### config.mk
export PLATFORM = sky130hd
export DESIGN_NAME = sequential_servo_pulse_generator
export DESIGN_NICKNAME = d
export VERILOG_FILES = /design/src/rtl/core/ssp_pkg.sv /design/src/rtl/core/ssp_slot_ctrl.sv /design/src/rtl/core/sequential_servo_pulse_generator.sv
export SDC_FILE = /design/constraint.sdc
export NUM_CORES = 1
export LEC_CHECK = 0
export BUFFER_PORTS_ARGS = -buffer_cell sky130_fd_sc_hd__buf_2
export CORE_MARGIN = 2
export CORE_UTILIZATION = 40
export CTS_BUF_LIST = sky130_fd_sc_hd__clkbuf_4 sky130_fd_sc_hd__clkbuf_8
export DETAILED_ROUTE_END_ITERATION = 16
export GPL_TIMING_DRIVEN = 0
export SLEW_MARGIN = 20
export SYNTH_ARGS = -nofsm -noshare
export SYNTH_HDL_FRONTEND = slang
export SYNTH_HIERARCHICAL = 1
export SYNTH_SLANG_ARGS = --single-unit
### constraint.sdc
create_clock -name aclk -period 11.3 [get_ports aclk]
set_input_delay 2.26 -clock aclk [delete_from_list [all_inputs] [get_ports aclk]]
set_output_delay 2.26 -clock aclk [all_outputs]
set_load 0.02 [all_outputs]
### src/rtl/core/ssp_pkg.sv
// package for the sequential servo pulse generator
// holds payload structs, operation and register codes, sizes; no dependencies
package ssp_pkg;

    localparam int CHANNELS = 12;
    localparam int PINS     = 12;
    localparam int SLOT_W   = $clog2(CHANNELS + 1);

    localparam logic [15:0] WIDTH_NONE = 16'hFFFF;

    localparam logic [1:0] OP_TICK = 2'd0;
    localparam logic [1:0] OP_SET  = 2'd1;
    localparam logic [1:0] OP_READ = 2'd2;

    localparam logic [2:0] REG_MIN_PULSE = 3'd0;
    localparam logic [2:0] REG_MAX_PULSE = 3'd1;
    localparam logic [2:0] REG_CENTER    = 3'd2;
    localparam logic [2:0] REG_PAUSE     = 3'd3;
    localparam logic [2:0] REG_REVERSE   = 3'd4;

    typedef struct packed {
        logic [1:0]         operation;
        logic [7:0]         channel;
        logic signed [15:0] time_us;
    } in_t;

    typedef struct packed {
        logic [PINS-1:0]    pins;
        logic signed [14:0] read_value;
        logic               in_pause;
    } out_t;

    typedef struct packed {
        logic [13:0]     min_pulse_us;
        logic [13:0]     center_us;
        logic [15:0]     pause_ticks;
        logic [PINS-1:0] reverse_mask;
    } slot_cfg_t;

    typedef struct packed {
        logic              en;
        logic [SLOT_W-1:0] idx;
        logic [15:0]       ticks;
    } store_wr_t;

    typedef struct packed {
        logic [PINS-1:0] pins;
        logic            in_pause;
    } slot_status_t;

endpackage

### src/rtl/core/ssp_slot_ctrl.sv
// slot sequencer: per-channel width store, tick counter, slot index, pin levels
// depends on ssp_pkg
module ssp_slot_ctrl (
    input  logic                 aclk,
    input  logic                 aresetn,
    input  logic                 tick_en,
    input  ssp_pkg::store_wr_t   wr,
    input  ssp_pkg::slot_cfg_t   cfg,
    output ssp_pkg::slot_status_t status_next
);

    logic [15:0]                 store_reg [ssp_pkg::CHANNELS];
    logic [ssp_pkg::SLOT_W-1:0]  slot_reg;
    logic [ssp_pkg::SLOT_W-1:0]  slot_next;
    logic [15:0]                 ticks_reg;
    logic [15:0]                 ticks_next;
    logic [ssp_pkg::PINS-1:0]    pins_reg;
    logic [ssp_pkg::PINS-1:0]    pins_next;

    logic [15:0]                 ticks_dec;
    logic [ssp_pkg::SLOT_W-1:0]  nxt_slot;
    logic [ssp_pkg::SLOT_W-1:0]  nxt_idx;
    logic [15:0]                 nxt_width;
    logic [15:0]                 mirror;
    logic [ssp_pkg::PINS-1:0]    cur_mask;
    logic [ssp_pkg::PINS-1:0]    nxt_mask;
    logic                        cur_is_pause;
    logic                        nxt_is_pause;

    always_comb begin
        ticks_dec    = ticks_reg - 16'd1;
        cur_is_pause = (slot_reg >= ssp_pkg::SLOT_W'(ssp_pkg::CHANNELS));
        nxt_slot     = cur_is_pause ? '0 : slot_reg + ssp_pkg::SLOT_W'(1);
        nxt_is_pause = (nxt_slot >= ssp_pkg::SLOT_W'(ssp_pkg::CHANNELS));
        nxt_idx      = nxt_is_pause ? '0 : nxt_slot;
        nxt_width    = store_reg[nxt_idx];
        mirror       = {cfg.center_us, 2'b00} - nxt_width;
        cur_mask     = (slot_reg < ssp_pkg::SLOT_W'(ssp_pkg::PINS))
                       ? (ssp_pkg::PINS'(1) << slot_reg) : '0;
        nxt_mask     = (nxt_slot < ssp_pkg::SLOT_W'(ssp_pkg::PINS))
                       ? (ssp_pkg::PINS'(1) << nxt_slot) : '0;

        slot_next  = slot_reg;
        ticks_next = ticks_reg;
        pins_next  = pins_reg;
        if (tick_en) begin
            ticks_next = ticks_dec;
            if (ticks_dec == 16'd0) begin
                // end of slot: drop current pin, load the next slot
                slot_next = nxt_slot;
                pins_next = pins_reg & ~cur_mask;
                if (nxt_is_pause) begin
                    ticks_next = cfg.pause_ticks;
                end else if (nxt_width != ssp_pkg::WIDTH_NONE) begin
                    pins_next  = pins_next | nxt_mask;
                    ticks_next = ((cfg.reverse_mask & nxt_mask) != '0) ? mirror : nxt_width;
                end else begin
                    // no pulse: wait the raw min count in ticks
                    ticks_next = {2'b00, cfg.min_pulse_us};
                end
            end
        end
        status_next.pins     = pins_next;
        status_next.in_pause = (slot_next >= ssp_pkg::SLOT_W'(ssp_pkg::CHANNELS));
    end

    always_ff @(posedge aclk) begin
        if (!aresetn) begin
            slot_reg  <= ssp_pkg::SLOT_W'(ssp_pkg::CHANNELS);
            ticks_reg <= 16'd16000;
            pins_reg  <= '0;
        end else begin
            slot_reg  <= slot_next;
            ticks_reg <= ticks_next;
            pins_reg  <= pins_next;
        end
    end

    always_ff @(posedge aclk) begin
        if (!aresetn) begin
            for (int i = 0; i < ssp_pkg::CHANNELS; i++) begin
                store_reg[i] <= ssp_pkg::WIDTH_NONE;
            end
        end else if (wr.en) begin
            store_reg[wr.idx] <= wr.ticks;
        end
    end

`ifndef SYNTHESIS
    a_pins_onehot0: assert property (@(posedge aclk) disable iff (!aresetn)
        $onehot0(pins_reg))
        else $error("more than one servo pin high");
    a_pause_pins_low: assert property (@(posedge aclk) disable iff (!aresetn)
        (slot_reg >= ssp_pkg::SLOT_W'(ssp_pkg::CHANNELS)) |-> (pins_reg == '0))
        else $error("pin high during pause");
    a_slot_range: assert property (@(posedge aclk) disable iff (!aresetn)
        slot_reg <= ssp_pkg::SLOT_W'(ssp_pkg::CHANNELS))
        else $error("slot index out of range");
    a_pin_is_slot: assert property (@(posedge aclk) disable iff (!aresetn)
        (pins_reg & ~cur_mask) == '0)
        else $error("pin high outside its slot");
`endif

endmodule

### src/rtl/core/sequential_servo_pulse_generator.sv
// top level of the sequential servo pulse generator
// config registers, set clamp, read path, result register; uses ssp_pkg, ssp_slot_ctrl
//
//  channel  | direction | payload                           | accepted when
//  s_       | in        | operation, channel, time_us       | s_valid & s_ready
//  m_       | out       | pins, read_value, in_pause        | m_valid & m_ready
//  cfg_     | in        | cfg_index (3b), cfg_data (16b)    | cfg_valid & cfg_ready
//
// one transaction per cycle while s_ready is high: each item updates state at its accept edge and its
// result is captured in the output register at that same edge
// s_ready stays high while the output register is empty or being drained
// cfg_ready is always high; reset is synchronous and clears all state except the output data register
module sequential_servo_pulse_generator (
    input  logic         aclk,
    input  logic         aresetn,
    input  logic         s_valid,
    output logic         s_ready,
    input  ssp_pkg::in_t s_data,
    output logic         m_valid,
    input  logic         m_ready,
    output ssp_pkg::out_t m_data,
    input  logic         cfg_valid,
    output logic         cfg_ready,
    input  logic [2:0]   cfg_index,
    input  logic [15:0]  cfg_data
);

    logic [13:0]              min_reg;
    logic [13:0]              max_reg;
    logic [13:0]              center_reg;
    logic [15:0]              pause_reg;
    logic [ssp_pkg::PINS-1:0] reverse_reg;

    logic [15:0]              read_store_reg [ssp_pkg::CHANNELS];
    logic                     m_valid_reg;
    ssp_pkg::out_t            m_data_reg;

    logic                       accept;
    logic                       ch_ok;
    logic [ssp_pkg::SLOT_W-1:0] ch_idx;
    logic [7:0]                 ch_dec;
    logic [14:0]                t_max;
    logic [14:0]                t_clamp;
    logic [15:0]                set_ticks;
    logic [15:0]                rd_width;
    logic [14:0]                read_val;
    ssp_pkg::store_wr_t         wr;
    ssp_pkg::slot_cfg_t         slot_cfg;
    ssp_pkg::slot_status_t      status_next;

    assign s_ready   = !m_valid_reg || m_ready;
    assign accept    = s_valid && s_ready;
    assign cfg_ready = 1'b1;
    assign m_valid   = m_valid_reg;
    assign m_data    = m_data_reg;

    always_comb begin
        ch_dec  = s_data.channel - 8'd1;
        ch_ok   = (s_data.channel >= 8'd1) && (s_data.channel <= 8'(ssp_pkg::CHANNELS));
        ch_idx  = ch_ok ? ch_dec[ssp_pkg::SLOT_W-1:0] : '0;

        // max clamp first, then min clamp wins
        t_max   = (s_data.time_us[14:0] > {1'b0, max_reg}) ? {1'b0, max_reg}
                                                           : s_data.time_us[14:0];
        t_clamp = (t_max < {1'b0, min_reg}) ? {1'b0, min_reg} : t_max;
        set_ticks = s_data.time_us[15] ? ssp_pkg::WIDTH_NONE : {t_clamp, 1'b0};

        wr.en    = accept && (s_data.operation == ssp_pkg::OP_SET) && ch_ok;
        wr.idx   = ch_idx;
        wr.ticks = set_ticks;

        rd_width = read_store_reg[ch_idx];
        read_val = '0;
        if ((s_data.operation == ssp_pkg::OP_READ) && ch_ok) begin
            read_val = (rd_width == ssp_pkg::WIDTH_NONE) ? '1 : rd_width[15:1];
        end

        slot_cfg.min_pulse_us = min_reg;
        slot_cfg.center_us    = center_reg;
        slot_cfg.pause_ticks  = pause_reg;
        slot_cfg.reverse_mask = reverse_reg;
    end

    ssp_slot_ctrl u_slot_ctrl (
        .aclk        (aclk),
        .aresetn     (aresetn),
        .tick_en     (accept && (s_data.operation == ssp_pkg::OP_TICK)),
        .wr          (wr),
        .cfg         (slot_cfg),
        .status_next (status_next)
    );

    always_ff @(posedge aclk) begin
        if (!aresetn) begin
            for (int i = 0; i < ssp_pkg::CHANNELS; i++) begin
                read_store_reg[i] <= ssp_pkg::WIDTH_NONE;
            end
        end else if (wr.en) begin
            read_store_reg[wr.idx] <= wr.ticks;
        end
    end

    always_ff @(posedge aclk) begin
        if (!aresetn) begin
            min_reg     <= 14'd500;
            max_reg     <= 14'd2500;
            center_reg  <= 14'd1500;
            pause_reg   <= 16'd16000;
            reverse_reg <= '0;
        end else if (cfg_valid && cfg_ready) begin
            unique case (cfg_index)
                ssp_pkg::REG_MIN_PULSE: min_reg     <= cfg_data[13:0];
                ssp_pkg::REG_MAX_PULSE: max_reg     <= cfg_data[13:0];
                ssp_pkg::REG_CENTER:    center_reg  <= cfg_data[13:0];
                ssp_pkg::REG_PAUSE:     pause_reg   <= cfg_data;
                ssp_pkg::REG_REVERSE:   reverse_reg <= cfg_data[ssp_pkg::PINS-1:0];
                default: ;
            endcase
        end
    end

    always_ff @(posedge aclk) begin
        if (!aresetn) begin
            m_valid_reg <= 1'b0;
        end else if (accept) begin
            m_valid_reg <= 1'b1;
        end else if (m_ready) begin
            m_valid_reg <= 1'b0;
        end
    end

    always_ff @(posedge aclk) begin
        if (accept) begin
            m_data_reg.pins       <= status_next.pins;
            m_data_reg.read_value <= read_val;
            m_data_reg.in_pause   <= status_next.in_pause;
        end
    end

`ifndef SYNTHESIS
    a_result_held: assert property (@(posedge aclk) disable iff (!aresetn)
        (m_valid && !m_ready) |=> (m_valid && $stable(m_data)))
        else $error("result changed while stalled");
    a_accept_fills: assert property (@(posedge aclk) disable iff (!aresetn)
        accept |=> m_valid)
        else $error("accepted transaction produced no result");
    a_pause_pins: assert property (@(posedge aclk) disable iff (!aresetn)
        (m_valid && m_data.in_pause) |-> (m_data.pins == '0))
        else $error("pins high in pause result");
`endif

endmodule
# [Word level (Yosys, flattened, before mapping)]
# Memories as Yosys holds them, arrays and structs flattened.
# Cells that the tools add are included.
[classes] bitwise=4 magnitude_cmp=9 addsub=4 n_reduce_logical=20 n_eq_ne=8 mux=31 shifts=2
[ops] operator="two-way mux 16 bit" count=7
[ops] operator="two-way mux 12 bit" count=6
[ops] operator="two-way mux 15 bit" count=3
[ops] operator="OR reduction 16 bit" count=2
[ops] operator="two-way mux 4 bit" count=7
[ops] operator="bitwise AND 12 bit" count=2
[ops] operator="<< shifter 1 x 4 -> 12 bit (first input constant)" count=2
[ops] operator="equality test 16 bit (second input constant)" count=1
[ops] operator="zero test 16 bit" count=1
[ops] operator="inequality test 16 bit (second input constant)" count=1
[ops] operator="subtractor 16 x 1 -> 16 bit (second input constant)" count=1
[ops] operator="subtractor 16 bit" count=1
[ops] operator="> comparator 15 x 14 -> 1 bit" count=1
[ops] operator="less-than comparator 15 x 14 -> 1 bit" count=1
[ops] operator="greater-or-equal comparator 4 bit (second input constant)" count=3
[ops] operator="inverter 12 bit" count=1
[ops] operator="bitwise OR 12 bit" count=1
[ops] operator="nonzero test 12 bit" count=1
[ops] operator="AND reduction 2 bit" count=5
[ops] operator="greater-or-equal comparator 8 x 1 -> 1 bit (second input constant)" count=1
[ops] operator="less-or-equal comparator 8 x 4 -> 1 bit (second input constant)" count=1
[ops] operator="less-than comparator 4 bit (second input constant)" count=2
[ops] operator="two-way mux 1 bit" count=8
[ops] operator="equality test 3 x 2 -> 1 bit (second input constant)" count=2
[ops] operator="12 further kinds" count=17
[word_totals] ramBits=384 n_memories=2 inputBits=50 register_bits=131
[mem_list] memory="read_store_reg" depth=12 width=16 read_ports=1 rd_clocked_by_memory_dff=0 wr=12 line_no="sequential_servo_pulse_generator.sv:34" text="logic [15:0] read_store_reg [ssp_pkg::CHANNELS];"
[mem_list] memory="u_slot_ctrl.store_reg" depth=12 width=16 read_ports=1 rd_clocked_by_memory_dff=0 wr=12 line_no="ssp_slot_ctrl.sv:12" text="logic [15:0] store_reg [ssp_pkg::CHANNELS];"

# [Logic depth before layout (Yosys ltp)]
[depth] ltp_word=10 ltp_mapped=24 depth_no_buf=18

# [By module]
# Netlist, hierarchy kept.
[modules_own_cells] module="sequential_servo_pulse_generator" area_each_um2=15280.9 cells_each=1365 seq_area_each_um2=9469.1 instances=1
[modules_own_cells] module="ssp_slot_ctrl" area_each_um2=13157.6 cells_each=1312 seq_area_each_um2=6826.5 instances=1

# [Least setup slack after synthesis]
# OpenSTA, ideal clock, no wires.
[synth_path] path_kind="input to register" from="input port s_data[13] (netlist bit)" to="memory u_slot_ctrl.store_reg[6][13] (data pin)" path_buffers=5 t_required_ns=11.035 path_stages=19 setup_slack_ns=4.634 arrival_time_ns=6.401 cell_sequence="ha_1 nand4b_4 or4_4 o31ai_2 and2_1 buf_4 buf_4 o21ai_0 ha_1 nand2_1 nor4_1 nand3_1 a311o_4 buf_6 a21oi_2 buf_4 o21bai_2 clkbuf_1 or3_1"
[synth_lines] element="start, declared" line_no="sequential_servo_pulse_generator.sv:18" text="input ssp_pkg::in_t s_data,"
[synth_lines] element="end, declared" line_no="ssp_slot_ctrl.sv:12"

==> results.py <==
metrics = {
    "synth": {
        "synth_edf_count": 474,
        "syn-mean-instance-area_um2": 10.62,
        "synth_area_mm2": 0.02844,
        "yosys_warnings": 6,
        "synth_seq_area_share_pct": 57.30,
        "synth-seq-cells": 577,
        "synth_nets": 2775,
        "synthArstFlopShare_pct": 0,
        "yosys_most_used_dff": "edfxtp_1",
        "synth.distinct_cells": 92,
        "synth_cells": 2677,
    },
    "global_route": {
        "busiest_layer": "met2",
        "grt_pass1_vias": 22561,
        "antenna_found_initial": 4,
        "grt_max_degree": 17,
        "grt_util_met3_pct": 6.293,
        "grt_pass1_wl_um": 148000,
        "track_usage_pct": 27.19,
        "grt-ovfl-total": 0,
        "met1_usage_pct": 38.34,
        "grtUsageMet2_pct": 40.85,
    },
    "clock_network": {
        "clk_latency_ns": 0.73,
        "cts_root_buf": "clkbuf_8",
        "htree_levels": 3,
        "cts_made_buffers": 100,
        "cts_setup_buffers": 0,
        "cts.path.max_buffers": 3,
        "cts_resized": 0,
        "cts.sinks": 577,
        "hold_buffers": 0,
        "cts_tree": "built",
        "clk_pin_slew_worst_paths_ns": 0.06,
    },
    "floorplanning": {
        "ioPinCount": 81,
        "rows": 97,
        "fp.dieW_um": 270.6,
        "core_area_mm2": 0.07027,
        "die_y_um": 270.6,
        "die-area_mm2": 0.07325,
        "start_util_pct": 40.47,
    },
    "status": {
        "outcome": "completed",
    },
    "worst_setup_path": {
        "worstPathMaxFanout": 16,
        "critPathCaptureType": "flip-flop",
        "rrSetupSlack_ns": 4.08,
        "worstSetupStartpointType": "primary input",
        "crit_required_ns": 11.65,
        "worst-setup-path-type": "primary input to flip-flop",
        "worstPathArrival_ns": 8.25,
    },
    "sta": {
        "clock_skew_ns": 0.06348,
        "slew_headroom_pct": 26.93,
        "fin_crit_sh_pct": 69.95,
        "hold_violations": 0,
        "whs_ns": 0.4610,
        "drv_slew": 0,
        "tightest_slew_ns": 1.096,
        "setup_tns_ns": 0,
        "period_minus_slack_ns": 7.904,
        "fmax_ghz": 0.1265,
        "setup_viol": 0,
        "final.setup.worst_slack_ns": 3.396,
        "rsz0062_at_grt": "no",
    },
    "layout": {
        "area_growth_pct": 13.99,
        "drive_gt1_share_pct": 17.39,
        "largest_reg_flops": 240,
        "final_common_cell": "edfxtp_1",
        "num-nets-final": 2979,
        "final_cell_mix": "edfxtp_1, nand2_1, o21ai_0, clkbuf_1, nor2_1",
    },
    "route": {
        "drt_iter0_drc": 3339,
        "antenna_left": 0,
        "routed_wirelength_um": 101500,
        "drc": 0,
        "num_vias": 23375,
        "wl_per_cell_um": 26.07,
        "viasPerCell": 6.003,
        "first_pass_iters": 6,
    },
    "power_and_ir_drop": {
        "power_mw": 4.668,
        "ir_drop_mv": 0.08867,
        "leakagePower_nw": 10.12,
        "powerDensity_mw_per_mm2": 144.0,
    },
    "job": {
        "maxCapViolCount": 0,
    },
    "placed_design": {
        "dp_hpwl_um": 72580,
        "pre_cts_slack_ns": 2.535,
        "place.gp.congestion": 0.9478,
        "portBuffers": 79,
    },
    "hold_path": {
        "hp-class": "flip-flop to flip-flop",
    },
}
cell usage after synthesis, drive strengths merged (14+ instances only):
library cell / number / area share [%]
mux2i: 21 / 0.74
a31oi: 16 / 0.35
inv: 78 / 1.0
nor2b: 17 / 0.37
a21oi: 104 / 2.0
or3: 119 / 2.6
a21boi: 53 / 1.4
ha: 48 / 2.1
clkbuf: 137 / 1.8
dfxtp: 103 / 7.3
buf: 79 / 1.6
nor2: 124 / 1.6
a221oi: 16 / 0.51
o21ai: 329 / 5.9
o211ai: 35 / 0.96
nand4: 26 / 0.57
a211oi: 60 / 1.6
o21bai: 14 / 0.49
edfxtp: 474 / 50
nand3: 80 / 1.4
nand2b: 39 / 0.86
or2: 81 / 1.8
nand2: 279 / 3.7
o22ai: 73 / 1.6
xnor2: 17 / 0.52
nor3: 41 / 0.90
and2: 65 / 1.4
power by group:
group	leakage, nW	internal (mW)	switching, mW	total, mW
registers	4.66	2.33	0.0168	2.35
clock network	1.05	1.04	0.878	1.92
logic	4.41	0.100	0.296	0.397
final timing paths:
kind,start,endpoint,cells past startpoint
worst min-delay path,reverse_reg[4],reverse_reg[4],2
worst min register to register,reverse_reg[4],reverse_reg[4],2
worst max-delay path,s_data[16],u_slot_ctrl/store_reg[3][6],13
worst max register to register,u_slot_ctrl/slot_reg[2],u_slot_ctrl/ticks_reg[2],22
worst max-delay path, cell delays in order:
cell,delay [ns]
buf_2,0.09
clkbuf_1,0.37
clkinv_1,0.34
clkbuf_1,0.39
buf_1,0.53
ha_1,0.41
nor4b_1,0.15
nand3b_1,0.43
nor2_1,0.48
nand4_1,0.58
nor3_2,0.92
clkbuf_1,0.59
nand2b_2,0.65
per-layer routing:
metal	vias up	routed length, um	share of wire, %
met2	1403	44540	44
met5	-	13	0.013
met3	191	11350	11
met1	11461	42490	42
li1	10318	-	-
met4	2	3139	3.1
layout make-up:
cell class | instances | area (um^2)
Inverter | 82 | 307.8
Clock inverter | 23 | 192.7
Antenna cell | 4 | 10.01
Buffer | 216 | 977.2
Fill cell | 6546 | 37850
Timing Repair Buffer | 102 | 730.7
Clock buffer | 148 | 1768
Multi-Input combinational cell | 1802 | 10960
Tap cell | 940 | 1176
Sequential cell | 577 | 16300
stage by stage:
| stage | util, % | cells | cell area [um^2] |
|---|---|---|---|
| after floorplan | - | 2677 | 28440 |
| after global placement | 42.71 | 3696 | 30010 |
| after detailed placement | 43.32 | 3719 | 30440 |
| after CTS | 46.11 | 3890 | 32400 |
| after global routing | 46.12 | 3891 | 32410 |
| final | 46.13 | 3894 | 32420 |
cell families (layout without fill, tap and decap cells):
family	count (synthesis)	count (layout)	synth area share [%]
XOR/XNOR	24	24	0.7391
multiplexers	25	25	0.8975
other	1	5	0.01319
AND/OR/NAND/NOR	925	925	16.87
AO/OA/AOI/OAI	777	777	17.48
flip-flops	577	577	57.30
buffers and inverters	298	571	4.518
adder cells (fa/ha/maj)	50	50	2.182
Power figures use the tool's default switching activity.
